File: src/rtl/core/rcat_pkg.sv
// Package with the microcode format, control program and status codes of the ack tracker.
`timescale 1ns / 1ps

package rcat_pkg;

  localparam int unsigned SeqWidth = 16;
  localparam int unsigned RingTop  = 65535;
  localparam int unsigned RingSize = 65535;

  typedef enum logic [1:0] {
    ST_HELD = 2'd0,
    ST_ADV  = 2'd1,
    ST_DUP  = 2'd2,
    ST_OOW  = 2'd3
  } status_e;

  typedef enum logic [2:0] {
    OP_NONE,
    OP_ACCEPT,
    OP_CLASS,
    OP_HOLD,
    OP_ADV,
    OP_EMIT
  } op_e;

  typedef enum logic [2:0] {
    C_NEVER,
    C_ALWAYS,
    C_NO_IN,
    C_OOW,
    C_ADV,
    C_MORE,
    C_OUT_BUSY
  } cond_e;

  typedef logic [2:0] step_t;

  localparam step_t S_WAIT  = 3'd0;
  localparam step_t S_CLASS = 3'd1;
  localparam step_t S_SPLIT = 3'd2;
  localparam step_t S_HOLD  = 3'd3;
  localparam step_t S_ADV   = 3'd4;
  localparam step_t S_EMIT  = 3'd5;
  localparam step_t S_DONE  = 3'd6;

  typedef struct packed {
    op_e   op;
    cond_e cond;
    step_t target;
  } ctrl_word_t;

  // Condition inputs that the datapath hands to the sequencer.
  typedef struct packed {
    logic in_valid;
    logic oow;
    logic adv;
    logic more;
    logic out_busy;
  } seq_flags_t;

  // The control program. A jump is taken when its condition holds; otherwise
  // the step counter moves on by one.
  function automatic ctrl_word_t ucode_rom(step_t step);
    ctrl_word_t w;
    w = '{op: OP_NONE, cond: C_ALWAYS, target: S_WAIT};
    unique case (step)
      S_WAIT:  w = '{op: OP_ACCEPT, cond: C_NO_IN,    target: S_WAIT};
      S_CLASS: w = '{op: OP_CLASS,  cond: C_OOW,      target: S_EMIT};
      S_SPLIT: w = '{op: OP_NONE,   cond: C_ADV,      target: S_ADV};
      S_HOLD:  w = '{op: OP_HOLD,   cond: C_ALWAYS,   target: S_EMIT};
      S_ADV:   w = '{op: OP_ADV,    cond: C_MORE,     target: S_ADV};
      S_EMIT:  w = '{op: OP_EMIT,   cond: C_OUT_BUSY, target: S_EMIT};
      S_DONE:  w = '{op: OP_NONE,   cond: C_ALWAYS,   target: S_WAIT};
      default: w = '{op: OP_NONE,   cond: C_ALWAYS,   target: S_WAIT};
    endcase
    return w;
  endfunction

endpackage

File: src/rtl/core/rcat_if.sv
// Request channel interfaces for the ack tracker input and result streams.
`timescale 1ns / 1ps

interface rcat_in_if;
  logic        valid;
  logic        ready;
  logic [15:0] seq_num;

  modport source (output valid, output seq_num, input ready);
  modport sink   (input valid, input seq_num, output ready);
endinterface

interface rcat_out_if;
  logic        valid;
  logic        ready;
  logic [1:0]  status;
  logic [15:0] cum_ack_out;
  logic        ack_request;

  modport source (output valid, output status, output cum_ack_out, output ack_request,
                  input ready);
  modport sink   (input valid, input status, input cum_ack_out, input ack_request,
                  output ready);
endinterface

File: src/rtl/core/rcat_seq.sv
// Microcode sequencer: step counter, control store and conditional jump logic.
`timescale 1ns / 1ps

module rcat_seq
  import rcat_pkg::*;
(
  input  logic       clk_i,
  input  logic       rst_ni,
  input  seq_flags_t flags_i,
  output ctrl_word_t ctrl_o
);

  step_t      pc_q, pc_d;
  ctrl_word_t word;
  logic       taken;

  assign word   = ucode_rom(pc_q);
  assign ctrl_o = word;

  always_comb begin
    case (word.cond)
      C_NEVER:    taken = 1'b0;
      C_ALWAYS:   taken = 1'b1;
      C_NO_IN:    taken = !flags_i.in_valid;
      C_OOW:      taken = flags_i.oow;
      C_ADV:      taken = flags_i.adv;
      C_MORE:     taken = flags_i.more;
      C_OUT_BUSY: taken = flags_i.out_busy;
      default:    taken = 1'b0;
    endcase
    pc_d = taken ? word.target : step_t'(pc_q + step_t'(1));
  end

  always_ff @(posedge clk_i or negedge rst_ni) begin
    if (!rst_ni) begin
      pc_q <= S_WAIT;
    end else begin
      pc_q <= pc_d;
    end
  end

endmodule

File: src/rtl/core/receive_cumulative_ack_tracker_top.sv
// Top level of the receive cumulative ack tracker: datapath around the microcode sequencer.
// A request is classified after acceptance: out of window goes straight to emit, held or
// duplicate passes a hold step, and in order advances the ack point one place per advance
// step (up to WINDOW places). Its result then waits for the output register to drain.
// One request is in work at a time.
// Reset clears the ack point to zero, empties the held bitmap and the output register.
`timescale 1ns / 1ps

module receive_cumulative_ack_tracker_top
  import rcat_pkg::*;
#(
  parameter int unsigned WINDOW = 64
) (
  input  logic clk_i,
  input  logic rst_ni,
  rcat_in_if.sink    in_i,
  rcat_out_if.source out_o
);

  localparam int unsigned IdxWidth = (WINDOW > 1) ? $clog2(WINDOW) : 1;

  ctrl_word_t ctrl;
  seq_flags_t flags;

  logic [SeqWidth-1:0] seq_q;
  logic [SeqWidth-1:0] cum_q;
  logic [WINDOW-1:0]   map_q;
  logic [IdxWidth-1:0] idx_q;
  logic [1:0]          status_q;

  logic                out_valid_q;
  logic [1:0]          out_status_q;
  logic [SeqWidth-1:0] out_cum_q;
  logic                out_req_q;

  logic [SeqWidth-1:0] pos_seq, pos_cum, ring_dist;
  logic [SeqWidth:0]   diff;
  logic                oow, adv, out_busy, emit;
  logic [SeqWidth-1:0] cum_next;

  // Ring positions: 0 sits where 65535 does.
  assign pos_seq   = seq_q - SeqWidth'(1);
  assign pos_cum   = (cum_q == '0) ? SeqWidth'(RingSize - 1) : cum_q - SeqWidth'(1);
  assign diff      = {1'b0, pos_seq} - {1'b0, pos_cum};
  assign ring_dist = diff[SeqWidth] ? SeqWidth'(diff + (SeqWidth + 1)'(RingSize))
                                    : diff[SeqWidth-1:0];

  assign oow = (seq_q == '0) || (ring_dist == '0) || (ring_dist > SeqWidth'(WINDOW));
  assign adv = (ring_dist == SeqWidth'(1));

  assign cum_next = (cum_q == SeqWidth'(RingTop)) ? SeqWidth'(1) : cum_q + SeqWidth'(1);

  assign out_busy = out_valid_q && !out_o.ready;
  assign emit     = (ctrl.op == OP_EMIT) && !out_busy;

  assign flags = '{in_valid: in_i.valid, oow: oow, adv: adv,
                   more: map_q[1], out_busy: out_busy};

  rcat_seq u_seq (
    .clk_i   (clk_i),
    .rst_ni  (rst_ni),
    .flags_i (flags),
    .ctrl_o  (ctrl)
  );

  assign in_i.ready = (ctrl.op == OP_ACCEPT);

  always_ff @(posedge clk_i) begin
    if (in_i.valid && in_i.ready) begin
      seq_q <= in_i.seq_num;
    end
    case (ctrl.op)
      OP_CLASS: begin
        idx_q    <= ring_dist[IdxWidth-1:0] - IdxWidth'(1);
        status_q <= ST_OOW;
      end
      OP_HOLD: begin
        status_q <= map_q[idx_q] ? ST_DUP : ST_HELD;
      end
      OP_ADV: begin
        status_q <= ST_ADV;
      end
      default: begin
      end
    endcase
  end

  // Ack point and held bitmap; each advance step shifts out the bit being passed.
  always_ff @(posedge clk_i or negedge rst_ni) begin
    if (!rst_ni) begin
      cum_q <= '0;
      map_q <= '0;
    end else begin
      case (ctrl.op)
        OP_HOLD: begin
          map_q[idx_q] <= 1'b1;
        end
        OP_ADV: begin
          cum_q <= cum_next;
          map_q <= {1'b0, map_q[WINDOW-1:1]};
        end
        default: begin
        end
      endcase
    end
  end

  always_ff @(posedge clk_i or negedge rst_ni) begin
    if (!rst_ni) begin
      out_valid_q <= 1'b0;
    end else if (emit) begin
      out_valid_q <= 1'b1;
    end else if (out_o.ready) begin
      out_valid_q <= 1'b0;
    end
  end

  always_ff @(posedge clk_i) begin
    if (emit) begin
      out_status_q <= status_q;
      out_cum_q    <= cum_q;
      out_req_q    <= (status_q == ST_ADV);
    end
  end

  assign out_o.valid       = out_valid_q;
  assign out_o.status      = out_status_q;
  assign out_o.cum_ack_out = out_cum_q;
  assign out_o.ack_request = out_req_q;

endmodule
File: src/flat_wrapper.sv
// flat-port wrapper written by rule: the top's interface ports become plain ports
module receive_cumulative_ack_tracker_top_flat import rcat_pkg::*;
#(
  parameter int unsigned WINDOW = 64
)
  (clk_i, rst_ni, in_i_valid, in_i_seq_num, in_i_ready, out_o_valid, out_o_status, out_o_cum_ack_out, out_o_ack_request, out_o_ready);
  rcat_in_if in_i_i ();
  rcat_out_if out_o_i ();
  input  logic clk_i;
  input  logic rst_ni;
  input wire logic [$bits(in_i_i.valid)-1:0] in_i_valid;
  input wire logic [$bits(in_i_i.seq_num)-1:0] in_i_seq_num;
  output wire logic [$bits(in_i_i.ready)-1:0] in_i_ready;
  output wire logic [$bits(out_o_i.valid)-1:0] out_o_valid;
  output wire logic [$bits(out_o_i.status)-1:0] out_o_status;
  output wire logic [$bits(out_o_i.cum_ack_out)-1:0] out_o_cum_ack_out;
  output wire logic [$bits(out_o_i.ack_request)-1:0] out_o_ack_request;
  input wire logic [$bits(out_o_i.ready)-1:0] out_o_ready;
  assign in_i_i.valid = in_i_valid;
  assign in_i_i.seq_num = in_i_seq_num;
  assign in_i_ready = in_i_i.ready;
  assign out_o_valid = out_o_i.valid;
  assign out_o_status = out_o_i.status;
  assign out_o_cum_ack_out = out_o_i.cum_ack_out;
  assign out_o_ack_request = out_o_i.ack_request;
  assign out_o_i.ready = out_o_ready;
  receive_cumulative_ack_tracker_top #(.WINDOW(WINDOW)) u_core (.clk_i(clk_i), .rst_ni(rst_ni), .in_i(in_i_i), .out_o(out_o_i));
endmodule
File: config.mk
export PLATFORM = sky130hd
export DESIGN_NAME = receive_cumulative_ack_tracker_top_flat
export DESIGN_NICKNAME = d
export VERILOG_FILES = /design/src/rtl/core/rcat_pkg.sv /design/src/rtl/core/rcat_if.sv /design/src/rtl/core/rcat_seq.sv /design/src/rtl/core/receive_cumulative_ack_tracker_top.sv /design/src/flat_wrapper.sv
export SDC_FILE = /design/constraint.sdc
export NUM_CORES = 1
export LEC_CHECK = 0
export ABC_AREA = 1
export ABC_CLOCK_PERIOD_IN_PS = 3800
export BUFFER_PORTS_ARGS = -buffer_cell sky130_fd_sc_hd__buf_2
export CAP_MARGIN = 10
export CORE_MARGIN = 2
export CORE_UTILIZATION = 56
export CTS_CLUSTER_DIAMETER = 30
export DETAILED_ROUTE_END_ITERATION = 12
export GPL_ROUTABILITY_DRIVEN = 0
export PLACE_DENSITY = 0.77
export SLEW_MARGIN = 20
export SYNTH_ARGS = -nofsm -noshare
export SYNTH_HDL_FRONTEND = slang
export SYNTH_SLANG_ARGS = --single-unit
File: constraint.sdc
create_clock -name clk_i -period 3.8 [get_ports clk_i]
set_input_delay 0.57 -clock clk_i [delete_from_list [all_inputs] [get_ports clk_i]]
set_output_delay 0.57 -clock clk_i [all_outputs]
set_load 0.02 [all_outputs]
==> qor.yml, run 1 <==
coreArea_mm2: 0.0145
ys_seq_area_share_pct: 40.9
synth_top_area_cell: "dfrtp_1"
critical_path_class: "flop to flop"
ys.warnings.count: 0
wl_per_cell_um: 15.7
critPathMaxFanout: 7
clk_pin_slew_ps: 60
ant_nets: 0
max_freq_ghz: 0.248
dr.pass1.iters: 6
fin_ws_ps: -236
synthTopCellsByArea: "dfrtp_1, edfxtp_1, nand2_1"
ios: 41
nets: 1253
dp_hpwl_um: 14400
violations: "setup timing"
via_per_inst: 5.65
drt_iter0_drc: 721
slew_violations: 0
path_common_cell: "nand2_1"
synthFlopType: "dfrtp_1"
setup_viol: 4
async_reset_ff_share_pct: 66.1
clock_skew_ps: 9.67
endpoint_kind: "flop"
required_ps: 4110
critPathLaunchType: "flop"
cap_violations: 0
die_w_um: 126
diodes: 0
cts_buffers: 17
min_period_over_period_pct: 106
cts.path.max_buffers: 2
area_growth_pct: 24.1
hold_viol_final: 0
crit_arrival_ps: 4350
run_status: "complete, but fails checks"
clock_latency_ps: 420
grt_pass1_wl_um: 35200
portBuffers: 40
crit_path_max_incr_delay_ps: 410
hp-class: "primary input to asynchronous set/reset pin"
num_rows: 44
grt_pass1_vias: 7349
dieArea_mm2: 0.0158
avgSynthCellArea_um2: 7.74
worst-r2r-setup-slack_ps: -240
slowest_stage: "dfrtp_1"
synth_top_area_share_pct: 25.4
final_area_mm2: 0.0103
post-route-util_pct: 71.1
ys_types: 51
grtUsageTotal_pct: 27.5
tightest_slew_ps: 984
start_util_pct: 57.3
relSlewSlack_pct: 33.9
drive_above_1_share_pct: 23.9
grt_max_degree: 74
gr-total-overflow: 0
routed_wl_um: 22000
antenna_found_initial: 0
htreeDepth: 4
cts.sinks: 127
vias: 7915
netlist_area_mm2: 0.00829
final_cell_mix: "nand2_1, inv_1, buf_4, nor2_1, dfrtp_1"
path_buf_inv: 3
crit_family: "simple AND/OR/NAND/NOR gates"
cts_root_buf: "clkbuf_16"
synth_enable_flop_cells: 43
syn-num-nets: 1120
layout_commonest_cell: "nand2_1"
synth-seq-cells: 127
cts-hold-fix-buffers: 0
placed_cell_area_mm2: 0.00921
synth_cells: 1071
rsz0062_at_grt: "true"
die_h_um: 126
drcViolationCount: 0
post-route-min-period_ps: 4040
cts_tree: "yes"
-- repair_timing --
| action | CTS | global route |
|---|---|---|
| setup endpoints to repair | 7 | 8 |
| pin swaps | 30 | 26 |
| buffers inserted | 14 | 10 |
| cloned | 0 | 0 |
| gates resized for setup | 29 | 45 |
-- routing by layer --
metal  wire length [um]  track usage, %  part of all wire (%)  vias up
met2              10500            45.9                    48      348
met1               9320            35.8                    42     3688
li1                   -               -                     -     3828
met3               1480            5.48                   6.7       51
met4                624            9.93                   2.8        0
met5                  0               0                     0        -
-- area by class of cell --
| cell class | instances | area [um^2] |
|---|---|---|
| Clock buffer | 17 | 425 |
| Multi-Input combinational cell | 728 | 4420 |
| Sequential cell | 127 | 3390 |
| Fill cell | 1073 | 4190 |
| Tap cell | 184 | 230 |
| Timing Repair Buffer | 140 | 972 |
| Inverter | 190 | 713 |
| Clock inverter | 15 | 138 |
-- synth_stat cells, types with 4 or more instances --
master	number
a211oi_1	5
a21oi_1	46
a221oi_1	4
a22oi_1	24
a2bb2oi_1	5
a31oi_1	34
buf_1	6
clkbuf_1	17
dfrtp_1	84
edfxtp_1	43
ha_1	28
inv_1	180
inv_2	7
nand2_1	212
nand2_2	23
nand3_1	70
nand3_2	6
nand3b_1	4
nand4_1	12
nor2_1	104
nor2_2	12
nor3_1	29
nor4_1	5
o21ai_0	16
o22ai_1	16
xor2_1	31
-- per-stage QoR --
stage,worst slack [ps],hold slack [ps],instances,TNS [ps]
after floorplan,6.70,274,1071,0
after CTS,-144,313,1391,-397
after global routing,-528,312,1401,-2030
after global placement,-73.4,437,1345,-164
after detailed placement,-256,442,1345,-855
final,-236,285,1401,-708
-- flip-flops by register name, summed over array words and instances (netlist names) --
register	count
u_core.seq_q	16
u_core.out_o.status	2
u_core.status_q	2
u_core.map_q	64
u_core.idx_q	6
u_core.u_seq.pc_q	3
u_core.cum_q	16
u_core.out_o.cum_ack_out	16
u_core.out_o.valid	1
u_core.out_o.ack_request	1
-- worst register-to-register path, delay by kind of cell (launching register included) --
family          cells  cell delay [ps]
flops               1              410
buf+inv             3              190
compound gates      2              260
simple gates       21             2420
fa+ha+maj           2              460
xor+xnor            1              170
-- final timing paths --
path	cells past startpoint	endpoint	start
hold / removal	1	u_core.cum_q[10]	rst_ni
max in group asynchronous	2	u_core.map_q[7]	rst_ni
hold reg to reg	0	u_core.out_o.status[0]	u_core.status_q[0]
setup reg to reg	29	u_core.u_seq.pc_q[2]	u_core.cum_q[0]
setup / recovery	29	u_core.u_seq.pc_q[2]	u_core.cum_q[0]
min in group clk_i	1	u_core.seq_q[9]	in_i_seq_num[9]
-- logic make-up after synthesis --
logic type | Yosys count | share of synthesized area, %
XOR/XNOR | 34 | 3.59
flip-flops | 127 | 40.9
AO/OA/AOI/OAI | 169 | 13.1
buffers and inverters | 216 | 9.83
AND/OR/NAND/NOR | 496 | 28.1
adder cells (fa/ha/maj) | 29 | 4.47
Power of run 1 is left out: the tool's default activity adds up to more than one toggle a clock period on the data nets, which glitch-free logic cannot reach.
==> run 2, diff against run 1 <==
Settings changed: CORE_UTILIZATION 56 to 45, PLACE_DENSITY 0.77 to 0.64, SYNTH_HIERARCHICAL set to 1.
==> qor.yml, run 2 <==
largest-register: "u_core/map_q"  # was u_core.map_q
crit_arrival_ps: 4420  # was 4350 ps
largest_reg_flops: 64  # unchanged
drcViolationCount: 4  # was 0
htreeDepth: 4  # unchanged
critPathMaxFanout: 4  # was 7
num_rows: 49  # was 44
gr-total-overflow: 0  # unchanged
max_freq_ghz: 0.244  # was 0.248 GHz
cts_tree: "yes"  # unchanged
drt_iter0_drc: 662  # was 721
slew_violations: 0  # unchanged
path_common_cell: "nand2_1"  # unchanged
required_ps: 4120  # was 4110 ps
min_period_over_period_pct: 108  # was 106%
ios: 41  # unchanged
wl_per_cell_um: 14.6  # was 15.7 um
critPathLaunchType: "flop"  # unchanged
antenna_found_initial: 0  # unchanged
netlist_area_mm2: 0.00834  # was 0.00829 mm^2
grt_max_degree: 76  # was 74
grt_pass1_vias: 7617  # was 7,349
diodes: 0  # unchanged
area_growth_pct: 31.3  # was 24.1%
clk_pin_slew_ps: 60  # about the same
setup_viol: 4  # unchanged
cts.sinks: 127  # unchanged
vias: 7952  # was 7,915
tightest_slew_ps: 1030  # was 984 ps
violations: "DRC, setup timing"  # was setup timing
rsz0062_at_grt: "true"  # unchanged
place_inst: 1489  # was 1,345
post-route-min-period_ps: 4110  # was 4040 ps
dieArea_mm2: 0.0196  # was 0.0158 mm^2
run_status: "complete, but fails checks"  # unchanged
dpl_worst_slack_ps: -323  # was -256 ps
grtUsageTotal_pct: 23.3  # was 27.5%
r2r_end: "u_core/u_seq/pc_q[0]"  # was u_core.u_seq.pc_q[2]
instances_no_fill: 1534  # was 1,401
dp_hpwl_um: 15900  # was 14,400 um
coreArea_mm2: 0.0181  # was 0.0145 mm^2
hp-class: "primary input to asynchronous set/reset pin"  # unchanged
ys.warnings.count: 6  # was 0
cap_violations: 0  # unchanged
reg2reg_depth: 34  # was 29
drive_above_1_share_pct: 28.8  # was 23.9%
critical_path_class: "flop to flop"  # unchanged
synth_cells: 1092  # was 1,071
crit_path_max_incr_delay_ps: 370  # was 410 ps
final_cell_mix: "nand2_1, buf_4, inv_1, nor2_1, dfrtp_1"  # was nand2_1, inv_1, buf_4, nor2_1, dfrtp_1
portBuffers: 40  # unchanged
start_util_pct: 46.1  # was 57.3%
cts_root_buf: "clkbuf_16"  # unchanged
routed_wl_um: 22300  # was 22,000 um
die_h_um: 140  # was 126 um
endpoint_kind: "flop"  # unchanged
cts_buffers: 17  # unchanged
r2r-start: "u_core/cum_q[5]"  # was u_core.cum_q[0]
ant_nets: 0  # unchanged
slowest_stage: "dfrtp_1"  # unchanged
clock_skew_ps: 12.4  # was 9.67 ps
nets: 1341  # was 1,253
clock_latency_ps: 430  # was 420 ps
syn-num-nets: 1141  # was 1,120
worst-r2r-setup-slack_ps: -310  # was -240 ps
relSlewSlack_pct: 30.8  # was 33.9%
layout_commonest_cell: "nand2_1"  # unchanged
cts-hold-fix-buffers: 0  # unchanged
cts.path.max_buffers: 2  # unchanged
via_per_inst: 5.18  # was 5.65
die_w_um: 140  # was 126 um
hold_viol_final: 0  # unchanged
fin_ws_ps: -306  # was -236 ps
grt_pass1_wl_um: 37000  # was 35,200 um
avgSynthCellArea_um2: 7.64  # was 7.74 um^2
dr.pass1.iters: 9  # was 6
==> run 2: per-stage QoR <==
step | hold WS [ps] | setup TNS [ps] | area (um^2) | util (%)
2_1_floorplan | 274 | -241 | 8420 | -
3_5_place_dp | 444 | -907 | 9960 | 55.1
5_1_grt | 147 | -2640 | 11000 | 60.6
4_1_cts | 307 | -529 | 10700 | 59.1
3_3_place_gp | 442 | -705 | 9960 | 55.1
6_report | 127 | -897 | 11000 | 60.6
==> run 2: how the worst max path moves through the flow <==
| stage | from | end | slack [ps] | cells after the start |
|---|---|---|---|---|
| floorplan | u_core/seq_q[0] | u_core/u_seq/pc_q[0] | -100 | 36 |
| global route | u_core/cum_q[5] | u_core/u_seq/pc_q[0] | -680 | 34 |
| global placement | u_core/cum_q[4] | u_core/u_seq/pc_q[0] | -260 | 35 |
| detailed placement | u_core/cum_q[4] | u_core/u_seq/pc_q[0] | -320 | 35 |
| finish | u_core/cum_q[5] | u_core/u_seq/pc_q[0] | -310 | 34 |
| CTS | u_core/cum_q[6] | u_core/u_seq/pc_q[0] | -190 | 28 |
==> run 2: area by class of cell <==
class                   count  area (um^2)
well taps                 229          287
fillers                  1658         7130
clock buffers              20          478
inverters                 172          651
clock inverters            12         96.3
repair buffers            206         1490
multi-input cells         768         4560
flip-flops and latches    127         3390
==> run 2: per-layer routing <==
layer | vias up | part of all wire, % | global-route usage, %
li1 | 4007 | - | -
met1 | 3677 | 46 | 31.6
met2 | 230 | 46 | 37.5
met3 | 38 | 5.4 | 4.89
met4 | 0 | 1.9 | 7.39
met5 | - | 0 | 0
==> run 2: repair_timing <==
action / in CTS / in global routing
gates resized for setup: 26 / 47
setup endpoints to repair: 3 / 7
setup buffers: 7 / 6
pin swaps: 15 / 45
==> run 2: worst max-delay path, delay by kind of cell, from the launching register on <==
family	cells	cell delay (ps)
and+or+nand+nor	24	2500
AOI/OAI and AO/OA	1	60
DFF	1	370
adders and majority gates	2	430
xor gates and xnor gates	1	150
buffers and inverters	6	480
Power of run 2 is left out for the same reason.
